<file path="config.mk">
export PLATFORM = sky130hd
export DESIGN_NAME = error_log_table_dedup_evict
export DESIGN_NICKNAME = d
export VERILOG_FILES = /design/src/rtl/core/elog_pkg.sv /design/src/rtl/core/elog_ram.sv /design/src/rtl/core/elog_scan.sv /design/src/rtl/core/error_log_table_dedup_evict.sv
export VERILOG_INCLUDE_DIRS = /design/src /design/src/rtl/core
export SDC_FILE = /design/constraint.sdc
export NUM_CORES = 2
export LEC_CHECK = 0
export BUFFER_PORTS_ARGS = -buffer_cell sky130_fd_sc_hd__buf_2
export CAP_MARGIN = 20
export CELL_PAD_IN_SITES_DETAIL_PLACEMENT = 0
export CELL_PAD_IN_SITES_GLOBAL_PLACEMENT = 2
export CORE_UTILIZATION = 49
export CTS_CLUSTER_DIAMETER = 30
export CTS_CLUSTER_SIZE = 8
export DETAILED_ROUTE_END_ITERATION = 10
export GPL_TIMING_DRIVEN = 1
export HOLD_SLACK_MARGIN = 0.08
export PLACE_DENSITY = 0.83
export SYNTH_ARGS = -nofsm -noshare
export SYNTH_HDL_FRONTEND = slang
export SYNTH_HIERARCHICAL = 1
export SYNTH_SLANG_ARGS = --single-unit
export TNS_END_PERCENT = 50
</file>
<file path="constraint.sdc">
create_clock -name clk -period 17.39 [get_ports clk]
set_input_delay 3.478 -clock clk [delete_from_list [all_inputs] [get_ports clk]]
set_output_delay 3.478 -clock clk [all_outputs]
set_load 0.1 [all_outputs]
</file>
<file path="src/rtl/core/error_log_table_dedup_evict_defines.svh">
// Assertion macros for the error log table.
`ifndef ERROR_LOG_TABLE_DEDUP_EVICT_DEFINES_SVH
`define ERROR_LOG_TABLE_DEDUP_EVICT_DEFINES_SVH
`ifndef ASSERT_OFF
`define ELOG_ASSERT(label, clk, rst_n, prop) \
	label: assert property (@(posedge clk) disable iff (!rst_n) prop) \
	else $error("elog assertion failed");
`define ELOG_ASSERT_ALWAYS(label, clk, prop) \
	label: assert property (@(posedge clk) prop) \
	else $error("elog assertion failed");
`else
`define ELOG_ASSERT(label, clk, rst_n, prop)
`define ELOG_ASSERT_ALWAYS(label, clk, prop)
`endif
`endif

</file>
<file path="src/rtl/core/elog_pkg.sv">
// Types and constants shared by the error log table modules.
package elog_pkg;

	localparam logic CMD_LOG  = 1'b0;
	localparam logic CMD_READ = 1'b1;

	localparam logic [31:0] COUNT_MAX = 32'hFFFF_FFFF;

	typedef struct packed {
		logic        cmd;
		logic [3:0]  slot_index;
		logic [15:0] err_code;
		logic [15:0] file_id;
		logic [7:0]  task_id;
		logic [15:0] src_line;
		logic [47:0] timestamp;
	} in_item_t;

	typedef struct packed {
		logic [3:0]  slot;
		logic        hit;
		logic        evicted;
		logic        occupied;
		logic [15:0] entry_code;
		logic [15:0] entry_file;
		logic [7:0]  entry_task;
		logic [15:0] entry_line;
		logic [47:0] entry_time;
		logic [15:0] entry_boot;
		logic [31:0] entry_count;
	} out_item_t;

	typedef struct packed {
		logic [15:0] code;
		logic [15:0] file;
		logic [7:0]  tsk;
		logic [15:0] line;
		logic [47:0] stamp;
		logic [15:0] boot;
		logic [31:0] count;
	} entry_t;

	typedef struct packed {
		logic clear;
		logic sample;
	} scan_ctl_t;

	typedef struct packed {
		logic hit;
		logic evict;
	} scan_res_t;

	typedef enum logic [2:0] {
		ST_IDLE,
		ST_SCAN,
		ST_DRAIN,
		ST_WRITE,
		ST_RD,
		ST_RDATA,
		ST_OUT
	} st_t;

endpackage

</file>
<file path="src/rtl/core/elog_ram.sv">
// Generic single-port-write, single-port-read RAM with registered read data.
module elog_ram #(
	parameter int WIDTH = 8,
	parameter int DEPTH = 16
) (
	input  logic                     clk,
	input  logic                     we,
	input  logic [$clog2(DEPTH)-1:0] waddr,
	input  logic [WIDTH-1:0]         wdata,
	input  logic [$clog2(DEPTH)-1:0] raddr,
	output logic [WIDTH-1:0]         rdata
);

	logic [WIDTH-1:0] mem [DEPTH];

	always_ff @(posedge clk) begin
		if (we) begin
			mem[waddr] <= wdata;
		end
		rdata <= mem[raddr];
	end

endmodule

</file>
<file path="src/rtl/core/elog_scan.sv">
// Table scan: first matching code, first empty slot and oldest slot.
`include "error_log_table_dedup_evict_defines.svh"
module elog_scan #(
	parameter int ENTRIES = 16
) (
	input  logic                          clk,
	input  logic                          arst_n,
	input  elog_pkg::scan_ctl_t           ctl,
	input  logic [$clog2(ENTRIES)-1:0]    idx,
	input  elog_pkg::entry_t              ent,
	input  logic [15:0]                   code,
	output elog_pkg::scan_res_t           res,
	output logic [$clog2(ENTRIES)-1:0]    sel_idx,
	output logic [31:0]                   sel_count
);
	import elog_pkg::*;

	localparam int IW = $clog2(ENTRIES);

	logic          hit_q;
	logic          empty_q;
	logic          first_q;
	logic [IW-1:0] hit_idx_q;
	logic [IW-1:0] empty_idx_q;
	logic [IW-1:0] best_idx_q;
	logic [31:0]   hit_count_q;
	logic [63:0]   best_key_q;
	logic          occ;
	logic [63:0]   key;

	assign occ = (ent.stamp != 48'd0);
	assign key = {ent.boot, ent.stamp};

	always_ff @(posedge clk or negedge arst_n) begin
		if (!arst_n) begin
			hit_q   <= 1'b0;
			empty_q <= 1'b0;
			first_q <= 1'b1;
		end else if (ctl.clear) begin
			hit_q   <= 1'b0;
			empty_q <= 1'b0;
			first_q <= 1'b1;
		end else if (ctl.sample) begin
			first_q <= 1'b0;
			if (!hit_q && occ && ent.code == code) begin
				hit_q <= 1'b1;
			end
			if (!empty_q && !occ) begin
				empty_q <= 1'b1;
			end
		end
	end

	always_ff @(posedge clk) begin
		if (ctl.sample) begin
			if (!hit_q && occ && ent.code == code) begin
				hit_idx_q   <= idx;
				hit_count_q <= ent.count;
			end
			if (!empty_q && !occ) begin
				empty_idx_q <= idx;
			end
			if (first_q || key < best_key_q) begin
				best_key_q <= key;
				best_idx_q <= idx;
			end
		end
	end

	always_comb begin
		res.hit   = hit_q;
		res.evict = !hit_q && !empty_q;
		sel_count = hit_q ? hit_count_q : 32'd0;
		if (hit_q) begin
			sel_idx = hit_idx_q;
		end else if (empty_q) begin
			sel_idx = empty_idx_q;
		end else begin
			sel_idx = best_idx_q;
		end
	end

	`ELOG_ASSERT_ALWAYS(a_ctl_excl, clk, !(ctl.clear && ctl.sample))
	`ELOG_ASSERT(a_hit_on_sample, clk, arst_n, $rose(hit_q) |-> $past(ctl.sample))
	`ELOG_ASSERT(a_empty_on_sample, clk, arst_n, $rose(empty_q) |-> $past(ctl.sample))

endmodule

</file>
<file path="src/rtl/core/error_log_table_dedup_evict.sv">
// Error log table with code deduplication and oldest-entry eviction (top level).
//
//  channel  | direction | handshake          | payload
//  ---------+-----------+--------------------+-----------------------------
//  cfg      | in        | cfg_we             | cfg_wdata (current boot)
//  in       | in        | in_valid/in_stall  | in_item  (log or read)
//  out      | out       | out_valid/out_stall| out_item (slot contents)
//
// A log item scans the table with one table RAM read per cycle, then passes
// a drain state and a write-back state before the result load. A read item
// reads its slot and loads the result. One item is in work at a time; a waiting
// result in the output register does not block acceptance of the next item.
// Reset clears per-slot valid flops at once; unwritten slots read as zero.
`include "error_log_table_dedup_evict_defines.svh"
module error_log_table_dedup_evict #(
	parameter int ENTRIES = 16
) (
	input  logic                clk,
	input  logic                arst_n,
	input  logic                cfg_we,
	input  logic [15:0]         cfg_wdata,
	input  logic                in_valid,
	output logic                in_stall,
	input  elog_pkg::in_item_t  in_item,
	output logic                out_valid,
	input  logic                out_stall,
	output elog_pkg::out_item_t out_item
);
	import elog_pkg::*;

	localparam int IW = $clog2(ENTRIES);
	localparam int EW = $bits(entry_t);

	st_t           state_q;
	st_t           state_d;
	logic [IW-1:0] cnt_q;
	in_item_t      item_q;
	logic [15:0]   boot_q;
	logic [ENTRIES-1:0] valid_q;
	logic          smp_s1;
	logic [IW-1:0] idx_s1;
	logic          vld_s1;
	out_item_t     res_q;
	out_item_t     out_q;
	logic          out_valid_q;

	logic          accept;
	logic          out_load;
	logic          ram_we;
	logic [IW-1:0] raddr;
	logic [EW-1:0] ram_rdata;
	entry_t        rd_ent;
	entry_t        wentry;
	logic          rd_oor;
	scan_ctl_t     scan_ctl;
	scan_res_t     scan_res;
	logic [IW-1:0] sel_idx;
	logic [31:0]   sel_count;

	function automatic out_item_t make_out(logic [3:0] slot, logic hit, logic evicted,
			entry_t e);
		out_item_t o;
		o.slot        = slot;
		o.hit         = hit;
		o.evicted     = evicted;
		o.occupied    = (e.stamp != 48'd0);
		o.entry_code  = e.code;
		o.entry_file  = e.file;
		o.entry_task  = e.tsk;
		o.entry_line  = e.line;
		o.entry_time  = e.stamp;
		o.entry_boot  = e.boot;
		o.entry_count = e.count;
		return o;
	endfunction

	assign in_stall  = (state_q != ST_IDLE);
	assign accept    = in_valid && !in_stall;
	assign out_valid = out_valid_q;
	assign out_item  = out_q;

	assign raddr  = (state_q == ST_RD) ? IW'(item_q.slot_index) : cnt_q;
	assign rd_ent = vld_s1 ? entry_t'(ram_rdata) : '0;
	assign rd_oor = (int'(item_q.slot_index) >= ENTRIES);

	assign scan_ctl.clear  = accept;
	assign scan_ctl.sample = smp_s1;

	always_comb begin
		wentry.code  = item_q.err_code;
		wentry.file  = item_q.file_id;
		wentry.tsk   = item_q.task_id;
		wentry.line  = item_q.src_line;
		wentry.stamp = item_q.timestamp;
		wentry.boot  = boot_q;
		wentry.count = (sel_count == COUNT_MAX) ? sel_count : sel_count + 32'd1;
	end

	elog_ram #(
		.WIDTH(EW),
		.DEPTH(ENTRIES)
	) u_ram (
		.clk  (clk),
		.we   (ram_we),
		.waddr(sel_idx),
		.wdata(wentry),
		.raddr(raddr),
		.rdata(ram_rdata)
	);

	elog_scan #(
		.ENTRIES(ENTRIES)
	) u_scan (
		.clk      (clk),
		.arst_n   (arst_n),
		.ctl      (scan_ctl),
		.idx      (idx_s1),
		.ent      (rd_ent),
		.code     (item_q.err_code),
		.res      (scan_res),
		.sel_idx  (sel_idx),
		.sel_count(sel_count)
	);

	always_ff @(posedge clk or negedge arst_n) begin
		if (!arst_n) begin
			state_q <= ST_IDLE;
		end else begin
			state_q <= state_d;
		end
	end

	always_comb begin
		state_d  = state_q;
		out_load = 1'b0;
		ram_we   = 1'b0;
		case (state_q)
			ST_IDLE: begin
				if (accept) begin
					state_d = (in_item.cmd == CMD_READ) ? ST_RD : ST_SCAN;
				end
			end
			ST_SCAN: begin
				if (cnt_q == IW'(ENTRIES - 1)) begin
					state_d = ST_DRAIN;
				end
			end
			ST_DRAIN: state_d = ST_WRITE;
			ST_WRITE: begin
				ram_we  = 1'b1;
				state_d = ST_OUT;
			end
			ST_RD:    state_d = ST_RDATA;
			ST_RDATA: state_d = ST_OUT;
			ST_OUT: begin
				if (!out_valid_q || !out_stall) begin
					out_load = 1'b1;
					state_d  = ST_IDLE;
				end
			end
			default: state_d = ST_IDLE;
		endcase
	end

	always_ff @(posedge clk or negedge arst_n) begin
		if (!arst_n) begin
			cnt_q       <= '0;
			smp_s1      <= 1'b0;
			boot_q      <= 16'd0;
			valid_q     <= '0;
			out_valid_q <= 1'b0;
		end else begin
			if (accept) begin
				cnt_q <= '0;
			end else if (state_q == ST_SCAN) begin
				cnt_q <= cnt_q + IW'(1);
			end
			smp_s1 <= (state_q == ST_SCAN);
			if (cfg_we) begin
				boot_q <= cfg_wdata;
			end
			if (ram_we) begin
				valid_q[sel_idx] <= 1'b1;
			end
			if (out_load) begin
				out_valid_q <= 1'b1;
			end else if (!out_stall) begin
				out_valid_q <= 1'b0;
			end
		end
	end

	always_ff @(posedge clk) begin
		idx_s1 <= cnt_q;
		vld_s1 <= (int'(raddr) < ENTRIES) && valid_q[raddr];
		if (accept) begin
			item_q <= in_item;
		end
		if (state_q == ST_WRITE) begin
			res_q <= make_out(4'(sel_idx), scan_res.hit, scan_res.evict, wentry);
		end else if (state_q == ST_RDATA) begin
			res_q <= make_out(item_q.slot_index, 1'b0, 1'b0, rd_oor ? '0 : rd_ent);
		end
		if (out_load) begin
			out_q <= res_q;
		end
	end

	`ELOG_ASSERT(a_we_then_out, clk, arst_n, ram_we |=> (state_q == ST_OUT))
	`ELOG_ASSERT(a_hold_result, clk, arst_n, (state_q == ST_OUT && out_valid_q && out_stall) |=> (state_q == ST_OUT && $stable(out_q)))
	`ELOG_ASSERT(a_hit_excl, clk, arst_n, out_valid |-> !(out_item.hit && out_item.evicted))

endmodule

</file>
==> summary.txt <==
Detailed routing
  – DRT Pass-1 Iters: 5
  – Routed WL per cell: 29.6 um
  – Vias: between 60000 and 70000
  – Final WL: 303000 um
  – Iter 0 DRT Violations: 6938
  – DRC viols: 0
  – Number of nets with antenna violations after routing: 0
  – Vias per cell: 6.00

Global route
  – Grt ovf: 0
  – GRT Total Usage: 24.8%
  – Vias in the first global route: 62558
  – Largest net degree at the start of global routing: 137
  – First-pass GRT wire length: approximately 440000 um
  – Initial antenna violation count: 14

Setup path
  – Crit-path leading delay family: buffers and inverters
  – Critical path class: flip-flop to flip-flop
  – Startpoint Class: flip-flop
  – Critical path endpoint category: flip-flop
  – Cell count of the worst reg-to-reg path: 10
  – Critical Path Fanout Max: 69
  – Worst path max stage delay: just under 0.9 ns
  – WP data arrival: between 7 and 8 ns
  – Worst Path Buf+Inv: 5
  – CP Capture Point: u_ram/rdata[35]
  – RR Startpoint: state_q[2]
  – Setup slack, reg-to-reg: approximately 11 ns
  – Critical Path Stages: 10
  – Worst Setup SP: state_q[2]
  – CP max stage cell: buf_4
  – Worst EP required: 18.21 ns
  – Worst r2r dst: u_ram/rdata[35]
  – Cells along the critical path: nor3b_2, mux2i_1, inv_8, buf_4, buf_4, buf_4, buf_4, mux4_2, a22oi_1, nand2_1
  – Most frequent cell on the critical path: buf_4

Synthesis
  – Yosys top cell by area: edfxtp_1
  – Synth area leaders: edfxtp_1 75%, mux4_2 11%, dfxtp_1 2.6%, nand2_1 1.7%, a22oi_1 1.6%
  – Ys async rst share: approximately 1.4%
  – Most common cell in the netlist: edfxtp_1
  – Mean post-synth cell area: 20.4 um^2
  – Register area share after synthesis: 78.3%
  – Ys flop type: edfxtp_1
  – #FFs+latches synth: 3167
  – Top cell types by occurrence after synthesis: 2966 x edfxtp_1, 571 x mux4_2, 547 x nand2_1
  – Synthesized area: 0.119 mm^2
  – Syn Inst Count: just under 6000
  – Top cell type's share of synthesized area: 74.8%
  – Distinct cell type count after synthesis: 76
  – EDFF count, synth: 2966
  – Synth Net Count: 6039
  – Yosys warns: 6

Clock tree
  – Clock slew at reported path FFs: ~0.050 ns
  – PostCTS Resize Cnt: 0
  – CTS tree: done
  – Setup Buffers After CTS: 0
  – Count of hold-fix buffers inserted at cts: 0
  – Root Driver: clkbuf_16
  – Skew-Pair Late Insertion Delay: 0.96 ns
  – CTS Buf Count: 594
  – Longest Clk Path Bufs: 4
  – H-tree Lvls: 6
  – # clock sinks: 3167

Timing
  – Slew at the pin closest to its max-slew limit: 1.17 ns
  – Clk_skew: 0.0730 ns
  – Period utilisation layout: between 30% and 40%
  – Post-Route Setup TNS: 0 ns
  – RSZ-0062 raised after global routing: false
  – Fmax: 0.158 GHz
  – Worst rel slew slack: 22.1%
  – Final min period: 6.34 ns
  – Hold Violations, Final: 0
  – Max-slew violations: 0
  – Final-report setup violation count: 0

Run status
  – Status: finished, final reports clean

Floorplan
  – Core footprint: about 0.24 mm^2
  – Boundary pin count: 291
  – Die Span X: approximately 500 um
  – Initial Util: 49.4%
  – Total die area: 0.245 mm^2
  – FP Rows: 180
  – Die height: between 400 and 500 um

Placed design
  – Cells after DPL: 9160
  – Gpl congestion: between 0.8 and 0.9
  – Detailed placement HPWL: 157000 um
  – Port-buffer cells: 290

Worst hold path
  – HP Class: flip-flop to flip-flop

Layout
  – Reg area: about 0.093 mm^2
  – Area growth, synth to finish: 20.7%
  – Layout cells sized above 1: 28.8%
  – Finished Layout Cells: 10241
  – Nets: 6785
  – FILL cells: 17031
  – Multi-input gate area: 0.0242 mm^2

Pwr
  – Worst vdd ir: 0.176 mV
  – Cell Pwr Density: 195 mW/mm^2
  – Leak: roughly 50 nW

Flow run
  – Number of max-cap violations: 0
sequential cells by signal, indices dropped and copies added, names as in the netlist, 16 cells and up:
| register | flops |
|---|---|
| u_ram/rdata | 152 |
| u_scan/best_key_q | 64 |
| u_ram/mem | 2432 |
| boot_q | 16 |
| item_q | 108 |
| res_q | 159 |
| valid_q | 16 |
| u_scan/hit_count_q | 32 |
| out_item | 159 |
cells in the final DEF, fill, tap and decap left out, types with 37 or more instances in the layout:
master and count:
nand2_1 547, ha_1 65, inv_1 76, bufinv_16 50
clkbuf_8 40, clkbuf_16 611, dfrtp_1 43, o21ai_0 37
mux4_2 571, buf_2 289, buf_4 130, a22oi_1 260
nand3_1 41, nor4_1 43, and2_1 193, dfxtp_1 156
clkinv_1 44, clkbuf_1 150, mux2_2 99, edfxtp_1 2966
clkinv_2 98
stage by stage:
| stage | setup slack (ns) | util (%) | hold WS (ns) | instance area, um^2 | power (mW) |
|---|---|---|---|---|---|
| after floorplan | 1.37 | - | 0.400 | 119000 | 15.2 |
| after detailed placement | 10.85 | 51.6 | 0.405 | 124000 | 17.2 |
| after global placement | 10.93 | 51.6 | 0.403 | 124000 | 17.1 |
| final | 11.05 | 59.6 | 0.406 | 144000 | 28.0 |
| after CTS | 11.06 | 59.5 | 0.405 | 144000 | 28.2 |
| after global routing | 10.81 | 59.6 | 0.412 | 144000 | 29.0 |
cell families after synthesis:
group           share of synthesized area (%)
buf+inv                                  1.53
fa+ha+maj                               0.683
xor+xnor                                0.360
simple gates                             4.17
compound gates                           2.78
mux                                      12.1
flops                                    78.3
power by group:
part | internal (mW) | switching, mW
clock | 7.32 | 3.65
sequential | 9.76 | 0.523
combinational | 2.47 | 4.32
routing by layer:
layer / routed length (um) / global-route usage (%) / vias to the layer above
li1: - / - / 25352
met1: 126000 / 36.2 / 32466
met2: 142000 / 38.0 / 3086
met3: 27100 / 4.34 / 502
met4: 8410 / 8.33 / 0
met5: 0 / 0 / -
worst min-delay path by stage:
stage	endpoint	cells past startpoint	startpoint	slack (ns)
4_1_cts	out_item[129]	0	res_q[129]	0.40
6_report	out_item[84]	0	res_q[84]	0.41
5_1_grt	out_item[105]	0	res_q[105]	0.41
3_3_place_gp	out_item[42]	0	res_q[42]	0.40
2_1_floorplan	out_item[0]	0	res_q[0]	0.40
3_5_place_dp	out_item[142]	0	res_q[142]	0.40
worst reg2reg max path, cell delays in order (launching register included):
cell	delay (ns)
dfrtp_1	0.52
nor3b_2	0.60
mux2i_1	0.37
inv_8	0.55
buf_4	0.91
buf_4	0.84
buf_4	0.91
buf_4	0.77
mux4_2	0.44
a22oi_1	0.22
nand2_1	0.09
layout make-up:
type	count	share of cell area, %
Clock buffer	801	11.4
Sequential cell	3167	64.9
Tap cell	3185	2.77
Multi-Input combinational cell	2309	16.8
Timing Repair Buffer	437	1.93
Inverter	81	0.229
Clock inverter	253	1.96
Antenna cell	8	0.0139
(Power assumes the default switching activity.)
